==> src/design/brt_pkg.sv <==
// shared constants, types and helpers of the bidirectional relation table
package brt_pkg;

  // index width is fixed by the item fields
  localparam int IDX_W = 6;
  localparam int SPAN  = 1 << IDX_W;

  // populated range of rows and columns
  localparam int ROWS = 64;
  localparam int COLS = 64;

  typedef logic [IDX_W-1:0] idx_t;
  typedef logic [SPAN-1:0]  word_t;

  localparam idx_t IDX_MAX = idx_t'(SPAN - 1);

  // command codes of an input item
  typedef enum logic [1:0] {
    KIND_ADD  = 2'd0,
    KIND_DROP = 2'd1,
    KIND_ROWQ = 2'd2,
    KIND_COLQ = 2'd3
  } kind_t;

  // sequencer states
  typedef enum logic [2:0] {
    ST_IDLE,
    ST_UPD,
    ST_ROW_LOAD,
    ST_SCAN_ROW,
    ST_SCAN_COL,
    ST_FLUSH
  } state_t;

  // scan events from the sequencer to the result stage
  typedef struct packed {
    logic clear;
    logic hit;
    idx_t idx;
    logic flush;
  } scan_t;

  function automatic logic row_ok(input idx_t r);
    return 32'(r) < ROWS;
  endfunction

  function automatic logic col_ok(input idx_t c);
    return 32'(c) < COLS;
  endfunction

endpackage

==> src/design/brt_ram.sv <==
// generic single-port-write, single-port-read ram with registered read data
module brt_ram #(
  parameter int WIDTH = 8,
  parameter int DEPTH = 16,
  localparam int AW = $clog2(DEPTH)
) (
  input  logic             clk,
  input  logic             we,
  input  logic [AW-1:0]    waddr,
  input  logic [WIDTH-1:0] wdata,
  input  logic             re,
  input  logic [AW-1:0]    raddr,
  output logic [WIDTH-1:0] rdata
);

  logic [WIDTH-1:0] mem_r [DEPTH];
  logic [WIDTH-1:0] rdata_r;

  // write port
  always_ff @(posedge clk) begin
    if (we) begin
      mem_r[waddr] <= wdata;
    end
  end

  // registered read port
  always_ff @(posedge clk) begin
    if (re) begin
      rdata_r <= mem_r[raddr];
    end
  end

  assign rdata = rdata_r;

endmodule

==> src/design/brt_emit.sv <==
// result stage: holds one found member back so the final one carries last
module brt_emit
  import brt_pkg::*;
(
  input  logic  clk,
  input  logic  rst_n,
  input  scan_t scan,
  output logic  out_valid,
  output idx_t  out_member_index,
  output logic  out_none_found,
  output logic  out_last
);

  logic pend_vld_r, pend_vld_nxt;
  idx_t pend_idx_r, pend_idx_nxt;
  logic ov_r, ov_nxt;
  idx_t idx_r, idx_nxt;
  logic none_r, none_nxt;
  logic last_r, last_nxt;

  // pending member and output register update
  always_comb begin
    pend_vld_nxt = pend_vld_r;
    pend_idx_nxt = pend_idx_r;
    ov_nxt       = 1'b0;
    idx_nxt      = pend_idx_r;
    none_nxt     = 1'b0;
    last_nxt     = 1'b0;
    if (scan.clear) begin
      pend_vld_nxt = 1'b0;
    end else if (scan.hit) begin
      // a new member releases the previous one, not last
      ov_nxt       = pend_vld_r;
      pend_vld_nxt = 1'b1;
      pend_idx_nxt = scan.idx;
    end else if (scan.flush) begin
      // end of run: pending member or the empty-set item
      ov_nxt       = 1'b1;
      last_nxt     = 1'b1;
      none_nxt     = !pend_vld_r;
      idx_nxt      = pend_vld_r ? pend_idx_r : '0;
      pend_vld_nxt = 1'b0;
    end
  end

  // control registers
  always_ff @(posedge clk) begin
    if (!rst_n) begin
      pend_vld_r <= 1'b0;
      ov_r       <= 1'b0;
    end else begin
      pend_vld_r <= pend_vld_nxt;
      ov_r       <= ov_nxt;
    end
  end

  // payload registers
  always_ff @(posedge clk) begin
    pend_idx_r <= pend_idx_nxt;
    idx_r      <= idx_nxt;
    none_r     <= none_nxt;
    last_r     <= last_nxt;
  end

  assign out_valid        = ov_r;
  assign out_member_index = idx_r;
  assign out_none_found   = none_r;
  assign out_last         = last_r;

  // empty-set item is always final with a zero index
  a_none_shape: assert property (@(posedge clk) disable iff (!rst_n)
    out_valid && out_none_found |-> out_last && (out_member_index == '0))
    else $error("none_found item without last or with nonzero index");

  // a member item while a member is pending is never final
  a_hit_not_last: assert property (@(posedge clk) disable iff (!rst_n)
    scan.hit && !scan.clear && pend_vld_r |=> out_valid && !out_last)
    else $error("released member wrongly marked last");

endmodule

==> src/design/bidirectional_relation_table_unit.sv <==
// top level of the bidirectional relation table: sequencer, row ram, result stage
//
// Keeps a 64 x 64 relation bit matrix in a single ram, one row per word, with
// a valid bit per row so that reset empties the table at once (no clearing
// pass). An item is taken when start is high and busy is low. Add and drop
// read the row and write it back: busy during the write-back, no result. A
// row query reads the row once and then checks one column per cycle; a
// column query reads one row per cycle through the ram read port and checks
// the selected bit. Either emits the members in ascending order at one per
// cycle at most, the final one marked last, or a single none_found item for
// an empty set. A row query is busy through the row load, column scan and
// flush, a column query through the row scan and flush, a query with an
// index out of range through the flush alone. Results appear on out_valid
// for one cycle each and must be taken then; the last result of a query
// comes out in the first cycle with busy low again.
module bidirectional_relation_table_unit
  import brt_pkg::*;
(
  input  logic       clk,
  input  logic       rst_n,
  input  logic       start,
  output logic       busy,
  input  logic [1:0] in_kind,
  input  idx_t       in_row_index,
  input  idx_t       in_col_index,
  output logic       out_valid,
  output idx_t       out_member_index,
  output logic       out_none_found,
  output logic       out_last
);

  state_t state_r, state_nxt;
  kind_t  kind_r, kind_nxt;
  idx_t   row_r, row_nxt;
  idx_t   col_r, col_nxt;
  idx_t   cnt_r, cnt_nxt;
  word_t  word_r, word_nxt;
  word_t  row_vld_r, row_vld_nxt;

  logic   ram_we;
  logic   ram_re;
  idx_t   ram_raddr;
  word_t  ram_rdata;
  word_t  cur_word;
  word_t  bit_sel;
  word_t  upd_word;
  scan_t  scan;
  kind_t  in_kind_e;

  assign in_kind_e = kind_t'(in_kind);

  // row word as seen by the logic: unwritten rows read as empty
  assign cur_word = row_vld_r[row_r] ? ram_rdata : '0;
  assign bit_sel  = {{(SPAN-1){1'b0}}, 1'b1} << col_r;
  assign upd_word = (kind_r == KIND_ADD) ? (cur_word | bit_sel) : (cur_word & ~bit_sel);

  brt_ram #(
    .WIDTH (SPAN),
    .DEPTH (SPAN)
  ) u_ram (
    .clk   (clk),
    .we    (ram_we),
    .waddr (row_r),
    .wdata (upd_word),
    .re    (ram_re),
    .raddr (ram_raddr),
    .rdata (ram_rdata)
  );

  // sequencer next state and outputs
  always_comb begin
    state_nxt   = state_r;
    kind_nxt    = kind_r;
    row_nxt     = row_r;
    col_nxt     = col_r;
    cnt_nxt     = cnt_r;
    word_nxt    = word_r;
    row_vld_nxt = row_vld_r;
    ram_we      = 1'b0;
    ram_re      = 1'b0;
    ram_raddr   = in_row_index;
    scan        = '0;
    case (state_r)
      ST_IDLE: begin
        if (start) begin
          kind_nxt = in_kind_e;
          row_nxt  = in_row_index;
          col_nxt  = in_col_index;
          case (in_kind_e)
            KIND_ADD, KIND_DROP: begin
              if (row_ok(in_row_index) && col_ok(in_col_index)) begin
                ram_re    = 1'b1;
                state_nxt = ST_UPD;
              end
            end
            KIND_ROWQ: begin
              scan.clear = 1'b1;
              if (row_ok(in_row_index)) begin
                ram_re    = 1'b1;
                state_nxt = ST_ROW_LOAD;
              end else begin
                state_nxt = ST_FLUSH;
              end
            end
            KIND_COLQ: begin
              scan.clear = 1'b1;
              if (col_ok(in_col_index)) begin
                ram_re    = 1'b1;
                ram_raddr = '0;
                cnt_nxt   = '0;
                state_nxt = ST_SCAN_COL;
              end else begin
                state_nxt = ST_FLUSH;
              end
            end
            default: state_nxt = ST_IDLE;
          endcase
        end
      end
      ST_UPD: begin
        // write back the modified row
        ram_we              = 1'b1;
        row_vld_nxt[row_r]  = 1'b1;
        state_nxt           = ST_IDLE;
      end
      ST_ROW_LOAD: begin
        word_nxt  = cur_word;
        cnt_nxt   = '0;
        state_nxt = ST_SCAN_ROW;
      end
      ST_SCAN_ROW: begin
        // one column per cycle
        scan.hit = word_r[cnt_r] && col_ok(cnt_r);
        scan.idx = cnt_r;
        cnt_nxt  = idx_t'(cnt_r + 1'b1);
        if (cnt_r == IDX_MAX) begin
          state_nxt = ST_FLUSH;
        end
      end
      ST_SCAN_COL: begin
        // row cnt_r is on the read port; fetch the next row meanwhile
        scan.hit  = row_vld_r[cnt_r] && ram_rdata[col_r] && row_ok(cnt_r);
        scan.idx  = cnt_r;
        cnt_nxt   = idx_t'(cnt_r + 1'b1);
        ram_raddr = idx_t'(cnt_r + 1'b1);
        if (cnt_r == IDX_MAX) begin
          state_nxt = ST_FLUSH;
        end else begin
          ram_re = 1'b1;
        end
      end
      ST_FLUSH: begin
        scan.flush = 1'b1;
        state_nxt  = ST_IDLE;
      end
      default: state_nxt = ST_IDLE;
    endcase
  end

  // control registers
  always_ff @(posedge clk) begin
    if (!rst_n) begin
      state_r   <= ST_IDLE;
      row_vld_r <= '0;
      cnt_r     <= '0;
    end else begin
      state_r   <= state_nxt;
      row_vld_r <= row_vld_nxt;
      cnt_r     <= cnt_nxt;
    end
  end

  // latched item fields and scanned row
  always_ff @(posedge clk) begin
    kind_r <= kind_nxt;
    row_r  <= row_nxt;
    col_r  <= col_nxt;
    word_r <= word_nxt;
  end

  assign busy = (state_r != ST_IDLE);

  brt_emit u_emit (
    .clk              (clk),
    .rst_n            (rst_n),
    .scan             (scan),
    .out_valid        (out_valid),
    .out_member_index (out_member_index),
    .out_none_found   (out_none_found),
    .out_last         (out_last)
  );

  // every query run ends with a final item right after the flush
  a_flush_last: assert property (@(posedge clk) disable iff (!rst_n)
    state_r == ST_FLUSH |=> out_valid && out_last)
    else $error("query run ended without a final item");

  // items only come out of scanning or flushing
  a_out_source: assert property (@(posedge clk) disable iff (!rst_n)
    out_valid |-> ($past(state_r) == ST_SCAN_ROW || $past(state_r) == ST_SCAN_COL ||
                   $past(state_r) == ST_FLUSH))
    else $error("item emitted outside a query run");

  // a write-back only ever follows an accepted add or drop
  a_upd_origin: assert property (@(posedge clk) disable iff (!rst_n)
    state_r == ST_UPD |-> $past(state_r) == ST_IDLE && $past(start) &&
                          ($past(in_kind_e) == KIND_ADD || $past(in_kind_e) == KIND_DROP))
    else $error("write-back without an update item");

endmodule

==> config.mk <==
export PLATFORM = sky130hd
export DESIGN_NAME = bidirectional_relation_table_unit
export DESIGN_NICKNAME = d
export VERILOG_FILES = /design/src/design/brt_pkg.sv /design/src/design/brt_ram.sv /design/src/design/brt_emit.sv /design/src/design/bidirectional_relation_table_unit.sv
export SDC_FILE = /design/constraint.sdc
export NUM_CORES = 2
export LEC_CHECK = 0
export ABC_AREA = 1
export BUFFER_PORTS_ARGS = -buffer_cell sky130_fd_sc_hd__clkbuf_2
export CAP_MARGIN = 25
export CELL_PAD_IN_SITES_DETAIL_PLACEMENT = 1
export CELL_PAD_IN_SITES_GLOBAL_PLACEMENT = 2
export CORE_MARGIN = 4
export CORE_UTILIZATION = 40
export CTS_CLUSTER_SIZE = 24
export DETAILED_ROUTE_END_ITERATION = 8
export PLACE_DENSITY = 0.76
export REMOVE_ABC_BUFFERS = 1
export SYNTH_ARGS = -nofsm -noshare
export SYNTH_HDL_FRONTEND = slang
export SYNTH_SLANG_ARGS = --single-unit
==> constraint.sdc <==
create_clock -name clk -period 8.9 [get_ports clk]
set_input_delay 1.335 -clock clk [delete_from_list [all_inputs] [get_ports clk]]
set_output_delay 1.335 -clock clk [all_outputs]
set_load 0.02 [all_outputs]
# After elaboration in Yosys (flattened, before gate mapping)
# Memory sizes are Yosys's and may differ from the RTL's. A register that Yosys moved wholly into a read port is not among the register bits.
# Cells that the tools add are included.
[word_totals]
output_inout_bits = 10
inputBits = 17
latchBits = 0
rom_bits = 0
ramBits = 4096
n_memories = 1
elab_cells = 101
regBits = 167
[op_classes]
add_sub_neg = 1
bitwise_logic = 7
n_eq_ne = 12
reduce_logical = 20
n_shift = 1
order_cmp = 4
mul = 0
div = 0
mux = 42
[mem_list]
columns = ["memory", "words", "word_bits", "read_ports", "rd_ports_with_merged_regs", "wr", "line_no", "rtl"]
rows = [
  ["u_ram.mem_r", 64, 64, 1, 1, 1, "brt_ram.sv:16", "logic [WIDTH-1:0] mem_r [DEPTH];"],
]
[ops]
columns = ["operator", "count"]
rows = [
  ["$mux 64", 2],
  ["$or 64x64->64", 2],
  ["$and 64x64->64", 1],
  ["$not 64->64", 1],
  ["$shl 1x6->64 const A", 1],
  ["$mux 6", 8],
  ["$bmux 1 s6", 4],
  ["$lt 6x7->1 const B", 3],
  ["$mux 1", 19],
  ["$pmux 3 s3", 2],
  ["$pmux 6 s3", 1],
  ["$pmux 7 s2", 1],
  ["$pmux 6 s2", 1],
  ["$reduce_or 2->1", 5],
  ["$add 6x1->6 const B", 1],
  ["$demux 1 s6", 1],
  ["$eq 3x2->1 const B", 2],
  ["$eq 3x3->1 const B", 2],
  ["$eq 6x6->1 const B", 1],
  ["$ge 6x1->1 const B", 1],
  ["$mux 3", 2],
  ["$reduce_and 2->1", 3],
  ["$reduce_bool 3->1", 2],
  ["$eq 2x2->1 const B", 2],
  ["other kinds (14)", 19],
]

# Longest topological paths before layout
[logic_depth]
ltp_word = 7
depth_mapped = 16
depth_no_buf = 14

# Cells and area by module
# A second synthesis with hierarchy kept.
[unflattened]
cells_unflattened = 14971
hier_area_um2 = 176306.6
[by_module_without_submodules]
columns = ["mod", "area_per_inst_um2", "n_inst", "cells_per_inst", "seq_area_each_um2"]
rows = [
  ["brt_ram", 165946.7, 1, 13405, 124919.8],
  ["bidirectional_relation_table_unit", 9860.7, 1, 1524, 3803.6],
  ["brt_emit", 499.2, 1, 42, 380.4],
]

# Worst setup path after synthesis
# OpenSTA, ideal clock, no wires.
[synth_path]
kind = "input -> register"
start = "in start"
end = "reg u_ram.rdata_r[0] (netlist: u_ram.rdata[0]), read port of u_ram.mem_r, enable pin"
arrival_ns = 6.062
n_path_buf = 0
path_slack_ns = 2.263
setup_time_ns = 0.574
cell_stages = 3
t_required_ns = 8.326
cell_sequence = "nor2_1 a21oi_1 o21ai_0"
[synth_between]
elab_chain_len = 2
[synth_lines]
columns = ["element", "line_no", "rtl"]
rows = [
  ["start: declaration", "bidirectional_relation_table_unit.sv:21", "input logic start,"],
  ["$mux 1", "bidirectional_relation_table_unit.sv:85", "if (start) begin"],
  ["$pmux 1 s2", "bidirectional_relation_table_unit.sv:83", "case (state_r)"],
  ["net ram_re", "bidirectional_relation_table_unit.sv:41", "logic ram_re;"],
  ["end: declaration", "brt_ram.sv:17", "logic [WIDTH-1:0] rdata_r;"],
]
# The timed path passes the listed nets, and every way through them passes these cells.
# A chain may end at the register's enable or synchronous reset.

# Worst setup path after layout
[layout_path]
start = "reg cnt_r[0]"
end = "reg u_ram.rdata_r[19] (netlist: u_ram.rdata[19]), read port of u_ram.mem_r, data pin"
[layout_between]
elab_chain_len = 3
[layout_lines]
columns = ["element", "line_no", "rtl"]
rows = [
  ["start: declaration", "bidirectional_relation_table_unit.sv:36", "idx_t cnt_r, cnt_nxt;"],
  ["start signal: assignment", "bidirectional_relation_table_unit.sv:169", "cnt_r <= cnt_nxt;"],
  ["parallel branches: the longest is 3 deep, another holds $add 6x1->6", "n/a", ""],
]
# Several ways; the timed one is not identified.

==> impl_metrics.json <==
{
  "timing.critical_path.from_type": "register",
  "timing.critical_path.to_type": "register",
  "grt_pass1_wl_um": 870000,
  "max_cap_violations": 0,
  "areaGrowthSynthToFinish_pct": 11.6,
  "detail-route-antenna-nets": 0,
  "synth_top_area_share_pct": 70.8,
  "drt_drc_violations_left": 0,
  "synth_xor_xnor_area_share_pct": 0.0146,
  "outcome": "complete, no violations",
  "simple_gate_share_of_the_synthesized_area_pct": 12.3,
  "floorplan.die.height_um": 679,
  "die_area_mm2": 0.461,
  "cts_tree": "built",
  "overflow": 0,
  "via_count_of_the_first_global_routing_pass": 118000,
  "via_per_inst": 5.76,
  "fin_crit_sh_pct": 60.3,
  "cp.arrival_ns": 6.12,
  "timing.fmax_mhz": 186,
  "synth_area_mm2": 0.180,
  "cts_num_sinks": 4327,
  "dp_hpwl_um": 313000,
  "ys_warn_count": 0,
  "cts_root_buf": "sky130_fd_sc_hd__clkbuf_16",
  "drtIter0Drc": 14600,
  "synth_commonest_cells": "sky130_fd_sc_hd__edfxtp_1, sky130_fd_sc_hd__inv_1, sky130_fd_sc_hd__nand3_1",
  "path_buf_inv": 5,
  "synth-seq-cells": 4327,
  "critical_path_peak_fanout": 240,
  "yosysMostFrequentCell": "sky130_fd_sc_hd__edfxtp_1",
  "chipWidth_um": 679,
  "drv_slew": 0,
  "dr.pass1.iters": 5,
  "globalRouteTotalUtil_pct": 26.0,
  "cell_leakage_power_nw": 72.1,
  "worstSetupStartpoint": "cnt_r[0]$_SDFFE_PN0P_",
  "placed_cells": 20200,
  "wl_um": 615000,
  "cts.path.max_buffers": 4,
  "max_slew_margin_pct": 9.42,
  "initial_core_util_pct": 40.1,
  "number_of_antenna_violations_at_the_first_check_in_global_routing": 28,
  "instances_no_fill": 21000,
  "cpMaxStageDelayCell": "sky130_fd_sc_hd__buf_4",
  "critical_path.reg2reg.startpoint": "cnt_r[0]$_SDFFE_PN0P_",
  "min_path_type": "reg2reg",
  "critical_path.most_common_cell": "sky130_fd_sc_hd__nand3_1",
  "pd_cells_mw_per_mm2": 274,
  "grt_setup_unrepaired": "false",
  "syn_area_per_cell_um2": 12.1,
  "place.port_buffers": 26,
  "synth_async_sr_flop_share_pct": 0,
  "worst-endpoint-required_ns": 9.66,
  "clock_tree.htree_level_count": 5,
  "edff_count_synth": 4244,
  "routed_length_per_placed_instance_um": 29.2,
  "cts_buffers": 454,
  "ys_seq_area_share_pct": 71.8,
  "synthesis.instances": 14900,
  "synth_compound_gate_area_share_pct": 8.77,
  "final-setup-viol-count": 0,
  "grt_start_max_net_pins": 241,
  "core_region_area_mm2": 0.448,
  "layout-drive-gt1-share_pct": 7.52,
  "finalHoldViolations": 0,
  "power.ir.vdd_worst_mv": 0.282,
  "post_cts.resized_instances": 0,
  "cts_setup_buffers": 0,
  "holdCritStartpoint": "row_vld_r[23]$_SDFFE_PN0P_",
  "final_nets": 14700,
  "clkTransAtPathRegs_ns": 0.06,
  "synth_fa_ha_area_share_pct": 0.00695,
  "worstMarginPinSlew_ns": 1.36,
  "worstSetupPathType": "reg2reg",
  "globalplace.congestion": 0.822,
  "crit_path_cell_trace": "buf_4 > inv_2 > buf_4 > nand2_1 > nand2_8 > buf_12 > buf_12 > nand2_1 > o211ai_1 > nand3_1 > nand3_1 > nand3_1 > nand3_1 > nand2_1",
  "ioPinCount": 27,
  "floorplan.rows": 246,
  "clock_network_latency_to_the_later_pin_of_the_worst_skew_pair_ns": 1.05,
  "timing.critical_path.slowest_cell_delay_ns": 0.65,
  "min_period_ns": 5.37,
  "cp_top_family": "buffers and inverters",
  "post-synth-top-area-cell": "sky130_fd_sc_hd__edfxtp_1",
  "synth_top_family_by_area": "simple AND/OR/NAND/NOR gates",
  "cts_hold_buf": 0,
  "core_utilization_of_the_finished_layout_pct": 44.8,
  "num_vias": 121000,
  "synth_top_flop_cell": "sky130_fd_sc_hd__edfxtp_1",
  "worst_skew_ns": 0.0952,
  "proportion_of_synthesized_area_in_mux_cells_pct": 0,
  "number_of_distinct_library_cell_variants_in_the_gate_level_netlist_after_synthesis": 37,
  "netlist_top_cells_area": "sky130_fd_sc_hd__edfxtp_1, sky130_fd_sc_hd__o211ai_1, sky130_fd_sc_hd__nand3_1, sky130_fd_sc_hd__inv_1, sky130_fd_sc_hd__nand2_1"
}
-- logic make-up after synthesis --
group | Yosys count
xor gates and xnor gates | 3
AOI/OAI and AO/OA | 2303
and+or+nand+nor | 5085
adders and majority gates | 1
buffers and inverters | 3155
DFF | 4327
-- worst min-delay path, delay by kind of cell (launching register included) --
family / cells / cell delay [ns]
and+or+nand+nor: 2 / 0.12
DFF: 1 / 0.32
-- per-stage QoR --
step	area, um^2	power, mW	hold slack [ns]	setup slack, ns	TNS, ns
floorplan	175000	33.3	0.439	-64.45	-4121.94
global placement	186000	37.1	0.451	3.20	0
detailed placement	187000	37.3	0.459	3.15	0
CTS	201000	55.3	0.404	3.81	0
global route	201000	57.5	0.438	3.39	0
finish	201000	55.1	0.471	3.53	0
-- power breakdown --
group / leakage, nW / switching [mW] / internal (mW)
logic: 27.0 / 9.98 / 3.57
registers: 38.4 / 0.614 / 22.9
clock network: 6.75 / 8.05 / 10.0
total: 72.1 / 18.6 / 36.5
-- per-layer routing --
layer | up-vias | GRT usage (%) | part of all wire, %
li1 | 52400 | - | -
met1 | 63100 | 36.3 | 42
met2 | 4808 | 41.7 | 46
met3 | 990 | 3.67 | 7.7
met4 | 4 | 8.90 | 3.7
met5 | - | 0 | 0.0044
-- cells in the final DEF (no fill, tap or decap), types with 32 or more instances in the layout --
cell | Yosys | layout
sky130_fd_sc_hd__a21oi_1 | 213 | 213
sky130_fd_sc_hd__nand2_1 | 2105 | 2071
sky130_fd_sc_hd__clkinv_1 | 5 | 115
sky130_fd_sc_hd__nor2_4 | 1 | 65
sky130_fd_sc_hd__clkinv_2 | 0 | 73
sky130_fd_sc_hd__clkbuf_16 | 0 | 456
sky130_fd_sc_hd__o211ai_1 | 1676 | 1676
sky130_fd_sc_hd__or2_2 | 67 | 67
sky130_fd_sc_hd__edfxtp_1 | 4244 | 4244
sky130_fd_sc_hd__nor2_1 | 706 | 641
sky130_fd_sc_hd__nand2_2 | 2 | 32
sky130_fd_sc_hd__nand3_1 | 2168 | 2168
sky130_fd_sc_hd__buf_12 | 0 | 82
sky130_fd_sc_hd__clkbuf_1 | 209 | 122
sky130_fd_sc_hd__buf_4 | 80 | 242
sky130_fd_sc_hd__inv_1 | 2176 | 2170
sky130_fd_sc_hd__dfxtp_1 | 83 | 82
sky130_fd_sc_hd__o21ai_0 | 363 | 362
-- registers in the layout, indices dropped and copies added, names as in the netlist, 2 cells and up --
name / count
col_r: 6
u_emit.out_member_index: 6
row_vld_r: 64
u_emit.pend_idx_r: 6
kind_r: 2
u_ram.mem_r: 4096
u_ram.rdata: 64
row_r: 6
cnt_r: 6
state_r: 3
word_r: 64
-- path summary, 6_finish.rpt --
check / end / slack, ns / depth (start not counted)
min reg2reg: row_vld_r[23]$_SDFFE_PN0P_ / 0.47 / 2
max reg2reg: u_ram.rdata[19]$_DFFE_PP_ / 3.53 / 14
max: u_ram.rdata[19]$_DFFE_PP_ / 3.53 / 14
min: row_vld_r[23]$_SDFFE_PN0P_ / 0.47 / 2
-- layout make-up --
type	instances	area (um^2)
fillers	46300	248000
diodes	10	25.0
clock inverters	234	1860
clock buffers	585	12000
repair buffers	353	3640
multi-input cells	7392	38500
well taps	5952	7450
flip-flops and latches	4327	129000
inverters	2188	8250
Power figures use the tool's default switching activity.
